===== config.mk =====
export PLATFORM = sky130hd
export DESIGN_NAME = ascii_frame_crc_deframer
export DESIGN_NICKNAME = d
export VERILOG_FILES = /design/src/rtl/core/afcd_pkg.sv /design/src/rtl/core/afcd_front.sv /design/src/rtl/core/afcd_back.sv /design/src/rtl/core/ascii_frame_crc_deframer.sv
export SDC_FILE = /design/constraint.sdc
export NUM_CORES = 1
export LEC_CHECK = 0
export BUFFER_PORTS_ARGS = -buffer_cell sky130_fd_sc_hd__buf_2
export CORE_MARGIN = 2
export CORE_UTILIZATION = 46
export CTS_CLUSTER_SIZE = 12
export DETAILED_ROUTE_END_ITERATION = 16
export GPL_TIMING_DRIVEN = 0
export PLACE_DENSITY = 0.62
export SYNTH_ARGS = -nofsm -noshare
export SYNTH_HDL_FRONTEND = slang
export SYNTH_SLANG_ARGS = --single-unit

===== constraint.sdc =====
create_clock -name clk -period 7.54 [get_ports clk]
set_input_delay 1.508 -clock clk [delete_from_list [all_inputs] [get_ports clk]]
set_output_delay 1.508 -clock clk [all_outputs]
set_load 0.02 [all_outputs]

===== src/rtl/core/afcd_pkg.sv =====
// shared types, constants and the bytewise crc-32 step for the ascii frame deframer
// no dependencies; used by afcd_front, afcd_back and ascii_frame_crc_deframer
`default_nettype none

package afcd_pkg;

    // frame layout
    localparam int NAME_CHARS  = 5;
    localparam int SIZE_DIGITS = 3;
    localparam int MIN_SIZE    = 11;
    localparam int HEX_DIGITS  = 8;
    localparam int TAIL_BYTES  = 2;

    localparam int NAME_W = 40;
    localparam int SIZE_W = 10;
    localparam int POS_W  = 10;

    localparam logic [7:0]  CHAR_START = 8'h45;  // 'E'
    localparam logic [7:0]  CHAR_COMMA = 8'h2c;  // ','
    localparam logic [31:0] CRC_POLY   = 32'hedb88320;
    localparam logic [31:0] CRC_INIT   = 32'hffffffff;

    typedef enum logic [3:0] {
        PH_HUNT,
        PH_SEP1,
        PH_NAME,
        PH_SEP2,
        PH_SIZE,
        PH_SEP3,
        PH_PAY,
        PH_FOOT_H,
        PH_HEX,
        PH_TAIL
    } phase_t;

    typedef enum logic {
        KIND_PAYLOAD = 1'b0,
        KIND_REPORT  = 1'b1
    } kind_t;

    typedef enum logic [1:0] {
        STATUS_OK      = 2'd0,
        STATUS_BAD_SEP = 2'd1,
        STATUS_SHORT   = 2'd2,
        STATUS_CRC_BAD = 2'd3
    } status_t;

    // classified input word
    typedef struct packed {
        logic [7:0] data;
        logic       is_start;
        logic       is_comma;
        logic       is_dec;
        logic [3:0] dec_val;
        logic       is_hex;
        logic [3:0] hex_val;
    } class_word_t;

    // result word
    typedef struct packed {
        kind_t              kind;
        logic [7:0]         payload_byte;
        status_t            status;
        logic [NAME_W-1:0]  frame_name;
        logic [SIZE_W-1:0]  decoded_size;
    } result_t;

    // one byte of reflected crc-32, eight shift steps
    function automatic logic [31:0] crc_byte(input logic [31:0] crc, input logic [7:0] b);
        logic [31:0] c;
        c = crc ^ {24'b0, b};
        for (int i = 0; i < 8; i++)
        begin
            c = c[0] ? ((c >> 1) ^ CRC_POLY) : (c >> 1);
        end
        return c;
    endfunction

endpackage

`default_nettype wire


===== src/rtl/core/afcd_front.sv =====
// front end: accepts received bytes, classifies them and holds them in a two-entry queue
// depends on afcd_pkg
`default_nettype none

module afcd_front (
    input  wire logic                  clk,
    input  wire logic                  rst_n,
    input  wire logic                  push,
    input  wire logic [7:0]            rx_byte,
    output logic                       full,
    output afcd_pkg::class_word_t      word_out,
    output logic                       word_valid,
    input  wire logic                  word_take
);

    afcd_pkg::class_word_t mem_reg [2];
    logic       wr_ptr_reg, wr_ptr_next;
    logic       rd_ptr_reg, rd_ptr_next;
    logic [1:0] count_reg, count_next;
    afcd_pkg::class_word_t cls;
    logic       do_push;
    logic       do_pop;

    // classify the incoming byte
    always_comb
    begin
        cls.data     = rx_byte;
        cls.is_start = (rx_byte == afcd_pkg::CHAR_START);
        cls.is_comma = (rx_byte == afcd_pkg::CHAR_COMMA);
        cls.is_dec   = (rx_byte >= 8'h30) && (rx_byte <= 8'h39);
        cls.dec_val  = rx_byte[3:0];
        cls.is_hex   = 1'b0;
        cls.hex_val  = 4'd0;
        if (cls.is_dec)
        begin
            cls.is_hex  = 1'b1;
            cls.hex_val = rx_byte[3:0];
        end
        else if (((rx_byte >= 8'h61) && (rx_byte <= 8'h66)) ||
                 ((rx_byte >= 8'h41) && (rx_byte <= 8'h46)))
        begin
            cls.is_hex  = 1'b1;
            cls.hex_val = 4'(rx_byte[3:0] + 4'd9);
        end
    end

    // queue control
    assign full       = (count_reg == 2'd2);
    assign word_valid = (count_reg != 2'd0);
    assign word_out   = mem_reg[rd_ptr_reg];
    assign do_push    = push && !full;
    assign do_pop     = word_take && word_valid;

    always_comb
    begin
        wr_ptr_next = do_push ? ~wr_ptr_reg : wr_ptr_reg;
        rd_ptr_next = do_pop ? ~rd_ptr_reg : rd_ptr_reg;
        count_next  = count_reg;
        if (do_push && !do_pop)
        begin
            count_next = 2'(count_reg + 2'd1);
        end
        else if (!do_push && do_pop)
        begin
            count_next = 2'(count_reg - 2'd1);
        end
    end

    always_ff @(posedge clk or negedge rst_n)
    begin
        if (!rst_n)
        begin
            wr_ptr_reg <= 1'b0;
            rd_ptr_reg <= 1'b0;
            count_reg  <= 2'd0;
        end
        else
        begin
            wr_ptr_reg <= wr_ptr_next;
            rd_ptr_reg <= rd_ptr_next;
            count_reg  <= count_next;
        end
    end

    // queue storage
    always_ff @(posedge clk)
    begin
        if (do_push)
        begin
            mem_reg[wr_ptr_reg] <= cls;
        end
    end

endmodule

`default_nettype wire


===== src/rtl/core/afcd_back.sv =====
// back end: frame parser, crc-32 and two-entry result queue
// depends on afcd_pkg
`default_nettype none

module afcd_back (
    input  wire logic                  clk,
    input  wire logic                  rst_n,
    input  wire afcd_pkg::class_word_t word_in,
    input  wire logic                  word_valid,
    output logic                       word_take,
    input  wire logic                  pop,
    output logic                       empty,
    output afcd_pkg::result_t          result
);

    afcd_pkg::phase_t                phase_reg, phase_next;
    logic [afcd_pkg::POS_W-1:0]      pos_reg, pos_next;
    logic [afcd_pkg::NAME_W-1:0]     name_reg, name_next;
    logic [afcd_pkg::SIZE_W-1:0]     size_reg, size_next;
    logic                            size_ok_reg, size_ok_next;
    logic [31:0]                     crc_reg, crc_next;
    logic [31:0]                     rx_crc_reg, rx_crc_next;
    logic                            hex_ok_reg, hex_ok_next;

    afcd_pkg::result_t               res_mem_reg [2];
    logic                            res_wr_reg, res_rd_reg;
    logic [1:0]                      res_count_reg, res_count_next;

    logic                            emit;
    afcd_pkg::kind_t                 emit_kind;
    afcd_pkg::status_t               emit_status;
    logic [7:0]                      emit_byte;
    afcd_pkg::result_t               res_word;
    logic [13:0]                     size_prod;
    logic [afcd_pkg::POS_W-1:0]      pos_inc;
    logic                            do_res_pop;

    assign word_take  = word_valid && (res_count_reg != 2'd2);
    assign pos_inc    = afcd_pkg::POS_W'(pos_reg + 1'b1);
    assign size_prod  = 14'({4'b0, size_reg} * 14'd10) + {10'b0, word_in.dec_val};

    // parser next state
    always_comb
    begin
        phase_next   = phase_reg;
        pos_next     = pos_reg;
        name_next    = name_reg;
        size_next    = size_reg;
        size_ok_next = size_ok_reg;
        crc_next     = crc_reg;
        rx_crc_next  = rx_crc_reg;
        hex_ok_next  = hex_ok_reg;
        emit         = 1'b0;
        emit_kind    = afcd_pkg::KIND_REPORT;
        emit_status  = afcd_pkg::STATUS_OK;
        emit_byte    = 8'd0;

        if (word_take)
        begin
            case (phase_reg)
                afcd_pkg::PH_HUNT:
                begin
                    if (word_in.is_start)
                    begin
                        name_next    = '0;
                        size_next    = '0;
                        size_ok_next = 1'b1;
                        rx_crc_next  = '0;
                        hex_ok_next  = 1'b1;
                        pos_next     = '0;
                        crc_next     = afcd_pkg::crc_byte(afcd_pkg::CRC_INIT, word_in.data);
                        phase_next   = afcd_pkg::PH_SEP1;
                    end
                end
                afcd_pkg::PH_SEP1, afcd_pkg::PH_SEP2, afcd_pkg::PH_SEP3:
                begin
                    crc_next = afcd_pkg::crc_byte(crc_reg, word_in.data);
                    pos_next = '0;
                    if (!word_in.is_comma)
                    begin
                        emit        = 1'b1;
                        emit_status = afcd_pkg::STATUS_BAD_SEP;
                        phase_next  = afcd_pkg::PH_HUNT;
                    end
                    else if (phase_reg == afcd_pkg::PH_SEP1)
                    begin
                        phase_next = afcd_pkg::PH_NAME;
                    end
                    else if (phase_reg == afcd_pkg::PH_SEP2)
                    begin
                        phase_next = afcd_pkg::PH_SIZE;
                    end
                    else if (size_reg > afcd_pkg::SIZE_W'(afcd_pkg::MIN_SIZE))
                    begin
                        phase_next = afcd_pkg::PH_PAY;
                    end
                    else
                    begin
                        phase_next = afcd_pkg::PH_FOOT_H;
                    end
                end
                afcd_pkg::PH_NAME:
                begin
                    crc_next  = afcd_pkg::crc_byte(crc_reg, word_in.data);
                    name_next = {name_reg[afcd_pkg::NAME_W-9:0], word_in.data};
                    pos_next  = pos_inc;
                    if (pos_inc >= afcd_pkg::POS_W'(afcd_pkg::NAME_CHARS))
                    begin
                        phase_next = afcd_pkg::PH_SEP2;
                    end
                end
                afcd_pkg::PH_SIZE:
                begin
                    crc_next = afcd_pkg::crc_byte(crc_reg, word_in.data);
                    if (size_ok_reg && word_in.is_dec)
                    begin
                        size_next = (size_prod > 14'd1023) ? '1 : size_prod[afcd_pkg::SIZE_W-1:0];
                    end
                    else
                    begin
                        size_ok_next = 1'b0;
                    end
                    pos_next = pos_inc;
                    if (pos_inc >= afcd_pkg::POS_W'(afcd_pkg::SIZE_DIGITS))
                    begin
                        if (size_next < afcd_pkg::SIZE_W'(afcd_pkg::MIN_SIZE))
                        begin
                            emit        = 1'b1;
                            emit_status = afcd_pkg::STATUS_SHORT;
                            pos_next    = '0;
                            phase_next  = afcd_pkg::PH_HUNT;
                        end
                        else
                        begin
                            phase_next = afcd_pkg::PH_SEP3;
                        end
                    end
                end
                afcd_pkg::PH_PAY:
                begin
                    crc_next  = afcd_pkg::crc_byte(crc_reg, word_in.data);
                    pos_next  = pos_inc;
                    emit      = 1'b1;
                    emit_kind = afcd_pkg::KIND_PAYLOAD;
                    emit_byte = word_in.data;
                    if (pos_inc >= afcd_pkg::POS_W'(size_reg - afcd_pkg::SIZE_W'(afcd_pkg::MIN_SIZE)))
                    begin
                        phase_next = afcd_pkg::PH_FOOT_H;
                    end
                end
                afcd_pkg::PH_FOOT_H:
                begin
                    pos_next   = '0;
                    phase_next = afcd_pkg::PH_HEX;
                end
                afcd_pkg::PH_HEX:
                begin
                    if (hex_ok_reg && word_in.is_hex)
                    begin
                        rx_crc_next = {rx_crc_reg[27:0], word_in.hex_val};
                    end
                    else
                    begin
                        hex_ok_next = 1'b0;
                    end
                    pos_next = pos_inc;
                    if (pos_inc >= afcd_pkg::POS_W'(afcd_pkg::HEX_DIGITS))
                    begin
                        pos_next   = '0;
                        phase_next = afcd_pkg::PH_TAIL;
                    end
                end
                afcd_pkg::PH_TAIL:
                begin
                    pos_next = pos_inc;
                    if (pos_inc >= afcd_pkg::POS_W'(afcd_pkg::TAIL_BYTES))
                    begin
                        emit        = 1'b1;
                        emit_status = ((~crc_reg) == rx_crc_reg) ? afcd_pkg::STATUS_OK
                                                                 : afcd_pkg::STATUS_CRC_BAD;
                        pos_next    = '0;
                        phase_next  = afcd_pkg::PH_HUNT;
                    end
                end
                default:
                begin
                    pos_next   = '0;
                    phase_next = afcd_pkg::PH_HUNT;
                end
            endcase
        end
    end

    // result word, carries name and size as they stand after this byte
    always_comb
    begin
        res_word.kind         = emit_kind;
        res_word.payload_byte = emit_byte;
        res_word.status       = emit_status;
        res_word.frame_name   = name_next;
        res_word.decoded_size = size_next;
    end

    always_ff @(posedge clk or negedge rst_n)
    begin
        if (!rst_n)
        begin
            phase_reg   <= afcd_pkg::PH_HUNT;
            pos_reg     <= '0;
            name_reg    <= '0;
            size_reg    <= '0;
            size_ok_reg <= 1'b1;
            crc_reg     <= afcd_pkg::CRC_INIT;
            rx_crc_reg  <= '0;
            hex_ok_reg  <= 1'b1;
        end
        else
        begin
            phase_reg   <= phase_next;
            pos_reg     <= pos_next;
            name_reg    <= name_next;
            size_reg    <= size_next;
            size_ok_reg <= size_ok_next;
            crc_reg     <= crc_next;
            rx_crc_reg  <= rx_crc_next;
            hex_ok_reg  <= hex_ok_next;
        end
    end

    // result queue control
    assign empty      = (res_count_reg == 2'd0);
    assign result     = res_mem_reg[res_rd_reg];
    assign do_res_pop = pop && !empty;

    always_comb
    begin
        res_count_next = res_count_reg;
        if (emit && !do_res_pop)
        begin
            res_count_next = 2'(res_count_reg + 2'd1);
        end
        else if (!emit && do_res_pop)
        begin
            res_count_next = 2'(res_count_reg - 2'd1);
        end
    end

    always_ff @(posedge clk or negedge rst_n)
    begin
        if (!rst_n)
        begin
            res_wr_reg    <= 1'b0;
            res_rd_reg    <= 1'b0;
            res_count_reg <= 2'd0;
        end
        else
        begin
            if (emit)
            begin
                res_wr_reg <= ~res_wr_reg;
            end
            if (do_res_pop)
            begin
                res_rd_reg <= ~res_rd_reg;
            end
            res_count_reg <= res_count_next;
        end
    end

    // result queue storage
    always_ff @(posedge clk)
    begin
        if (emit)
        begin
            res_mem_reg[res_wr_reg] <= res_word;
        end
    end

endmodule

`default_nettype wire


===== src/rtl/core/ascii_frame_crc_deframer.sv =====
// ascii_frame_crc_deframer: received bytes in, payload words and end-of-frame reports out.
// Input side: push a byte on rx_byte when full is low; one byte per cycle is taken.
// Output side: while empty is low the oldest result is on kind, payload_byte, status,
// frame_name and decoded_size; pop takes it. kind 0 is a payload byte, kind 1 a report
// with status ok, bad separator, size too small or crc mismatch.
// Path: a byte accepted into the front classify queue is read by the parser, which writes its
// result, if any, into the result queue that drives the result ports.
// Throughput: one byte per cycle, set by the parser and bytewise crc, while the result queue has room.
// Each side has a two-entry queue, so a stalled receiver fills the result queue,
// then the classify queue, and only then is full raised; no word is lost.
// Reset: both queues empty, parser hunting for 'E', crc at all ones.
// Depends on afcd_pkg, afcd_front, afcd_back.
`default_nettype none

module ascii_frame_crc_deframer (
    input  wire logic                              clk,
    input  wire logic                              rst_n,
    input  wire logic                              push,
    input  wire logic [7:0]                        rx_byte,
    output logic                                   full,
    output logic                                   empty,
    input  wire logic                              pop,
    output logic                                   kind,
    output logic [7:0]                             payload_byte,
    output logic [1:0]                             status,
    output logic [afcd_pkg::NAME_W-1:0]            frame_name,
    output logic [afcd_pkg::SIZE_W-1:0]            decoded_size
);

    afcd_pkg::class_word_t word;
    logic                  word_valid;
    logic                  word_take;
    afcd_pkg::result_t     result;

    // classify front end
    afcd_front u_front (
        .clk        (clk),
        .rst_n      (rst_n),
        .push       (push),
        .rx_byte    (rx_byte),
        .full       (full),
        .word_out   (word),
        .word_valid (word_valid),
        .word_take  (word_take)
    );

    // parser back end
    afcd_back u_back (
        .clk        (clk),
        .rst_n      (rst_n),
        .word_in    (word),
        .word_valid (word_valid),
        .word_take  (word_take),
        .pop        (pop),
        .empty      (empty),
        .result     (result)
    );

    // result fields
    assign kind         = result.kind;
    assign payload_byte = result.payload_byte;
    assign status       = result.status;
    assign frame_name   = result.frame_name;
    assign decoded_size = result.decoded_size;

endmodule

`default_nettype wire

==> run metrics <==
most instantiated cells after synthesis=160 x nand2_1, 154 x edfxtp_1, 113 x o21ai_0; root buf cell=clkbuf_16; Global Route Usage Sum=0.2036; routed length per placed instance=18.68 µm; post-place setup slack=1760 ps; clock latency at the later pin of the worst-skew pair=540 ps; number of fillers in the final layout=approximately 2700; via count of the first global-routing pass=9720; post-synthesis instance total=around 1300; number of violations of the max-capacitance limit=0; core area=roughly 0.032 mm²; initial detailed-routing violation count=approximately 550; final setup fails=0; final critical path time including I/O delays and setup=5832 ps; fraction of synthesis flops using an asynchronous set or reset pin=0.4726; min-delay worst type=flop to flop; largest family of logic cells by synthesized area=XOR/XNOR gates; RSZ-0062 raised after global routing=false; final critical-path setup slack=1708 ps; number of vias after detailed routing=between 9000 and 10000; Post-Synthesis Cell Area=~0.015 mm²; # clock sinks=approximately 290; average size of a mapped cell=approximately 12 µm²; antenna violations before repair=0; Cell Rows=65; top post-synthesis cells by area=edfxtp_1 31%, dfrtp_1 18%, xnor2_1 6.2%; Total Neg Setup Slack=0 ps; CTS tree=done; Largest register FFs=around 120; final weighted congestion in routability-driven placement=~0.88; maximum number of pins on one net before global-route repair=between 80 and 90; share of the yosys chip area belonging to registers=0.5493; clock buffer count from CTS=34; placed wire-length estimate after detailed placement=between 20000 and 25000 µm; TritonRoute pass-1 iters=5; Final period util=0.7734; Synth-to-Final Area Change=14.16%; Critical Setup Path Class=flop to flop; number of enable-type register cells in the synthesized netlist=154; overall die area=0.03359 mm²; Die X=about 180 µm; post-synthesis cell type with the largest combined area=edfxtp_1; number of buffers between clock root and the deepest sink=3; CTS Hold Buffers Added=0; Synth warnings=0; number of nets produced by synthesis=between 1000 and 1500; status=finished clean; total count of max-transition violations in the final report=0; category of the worst setup path launch point=flop; remaining number of nets flagged by the antenna check after routing=0; Distinct cells, synth=around 70; final net count=1436; global-route wire length before repair=~54000 µm; share of Yosys cell area claimed by the top area cell type=0.3128; adder-cell share of the synthesized area=0.03741; headroom to the max-slew limit=0.1414; most numerous cell in the Yosys netlist=nand2_1; share of the synthesized netlist area taken by xor and xnor gates=0.1171; boundary pin count=75; highest clock rate=171.5 MHz; via density per instance=about 5.4; measured slew at the worst slew-check pin=roughly 1300 ps; global route total overflow=0; #FFs+latches synth=292; drc violations=0; number of hold violations in the final report=0; compound-gate portion of the synthesized area=0.1075; multiplexer share of the synthesized area=0.06390; initial core utilization=0.4673; maximum net fanout on the critical path=28; height of the die=~180 µm; share of layout cells above drive strength 1=0.1869; final core utilization=0.5334; number of diodes added for antenna fixing=0; worst clock skew on the final layout=roughly 21 ps; postcts setup bufs=0; final wirelength=33800 µm; Post-synth top flop=edfxtp_1; Clk pin slew, worst setup/hold paths=around 60 ps; Critical Path End Type=flop; required time at the worst-slack endpoint=roughly 7800 ps; cells resized by post-CTS repair=0; synthesized-area fraction occupied by and/or/nand/nor cells=0.09987; Worst Hold Margin=493.7 ps; count of input and output buffers=between 70 and 80; total number of H-tree levels=2; data arrival time of the critical path=around 6100 ps
-- path summary, 6_finish.rpt --
kind / startpoint / end / slack (ps) / cells after the start
max in group asynchronous: rst_n / u_back.size_ok_reg / 5740 / 2
min reg2reg: u_front.wr_ptr_reg / u_front.wr_ptr_reg / 490 / 1
max: u_front.rd_ptr_reg / u_back.res_mem_reg[0][12] / 1710 / 17
min in group asynchronous: rst_n / u_back.name_reg[2] / 950 / 1
min: u_front.wr_ptr_reg / u_front.wr_ptr_reg / 490 / 1
max reg2reg: u_front.rd_ptr_reg / u_back.res_mem_reg[0][12] / 1710 / 17
-- through the flow --
step	instances	cell area (µm²)
after CTS	1809	16880
after global routing	1809	16880
final	1809	16880
after floorplan	1266	14780
after detailed placement	1747	15780
after global placement	1742	15660
-- layout by cell type (no fill, tap or decap), types with 6 or more instances in the layout --
cell / synthesis / routed
nand2_1: 160 / 160
edfxtp_1: 154 / 154
o21ai_0: 113 / 113
xnor2_1: 104 / 104
dfrtp_1: 104 / 104
xor2_1: 75 / 75
buf_2: 1 / 74
clkbuf_1: 57 / 68
nor2_1: 67 / 67
mux2_2: 63 / 63
ha_1: 41 / 41
a22o_1: 37 / 37
a21oi_1: 35 / 35
clkbuf_16: 0 / 34
dfstp_2: 34 / 34
inv_1: 32 / 32
nor3_1: 16 / 16
mux2i_1: 10 / 10
nand4_1: 10 / 10
xnor2_2: 10 / 10
nor2b_1: 10 / 9
nand2b_1: 9 / 9
or3_1: 8 / 8
a21o_1: 8 / 8
nand3_1: 7 / 7
or2_2: 7 / 7
o31ai_1: 7 / 7
clkinv_2: 0 / 7
mux2i_4: 6 / 6
nor4_1: 6 / 6
-- area by class of cell --
class	instances	area [µm²]	share of cell area
Sequential cell	292	8120	0.4812
Tap cell	402	503.0	0.02980
Buffer	61	249.0	0.01475
Clock inverter	15	177.7	0.01053
Timing Repair Buffer	79	483.0	0.02862
Multi-Input combinational cell	881	6304	0.3735
Clock buffer	47	919.6	0.05449
Inverter	32	120.1	0.007117
-- per-layer routing --
metal  part of all wire  track usage  up-vias
li1                   -            -     4720
met1               0.48       0.2968     4792
met2               0.45       0.3186      272
met3              0.049      0.02641       62
met4              0.026      0.06208        0
met5                  0            0        -
-- cell families (layout without fill, tap and decap cells) --
family | after synthesis | count (layout)
XOR/XNOR | 189 | 189
AND/OR/NAND/NOR | 322 | 322
AO/OA/AOI/OAI | 248 | 248
adder cells (fa/ha/maj) | 43 | 43
multiplexers | 79 | 79
flip-flops | 292 | 292
buffers and inverters | 93 | 234
-- critical path, stage by stage, from the launching register on --
cell and delay, ps:
dfrtp_1 340, buf_6 190, mux2i_1 1030, inv_1 390, ha_1 400, clkbuf_1 250
nor2_1 130, nor4_4 190, o221ai_2 160, nor4_4 180, mux2i_1 160, o41ai_2 390
o211ai_2 220, nor2_1 240, o2bb2ai_2 210, nor2b_4 540, buf_12 250, buf_12 220
Power is left out: the tool's default activity adds up to more than one toggle a clock period on the data nets, which glitch-free logic cannot reach.
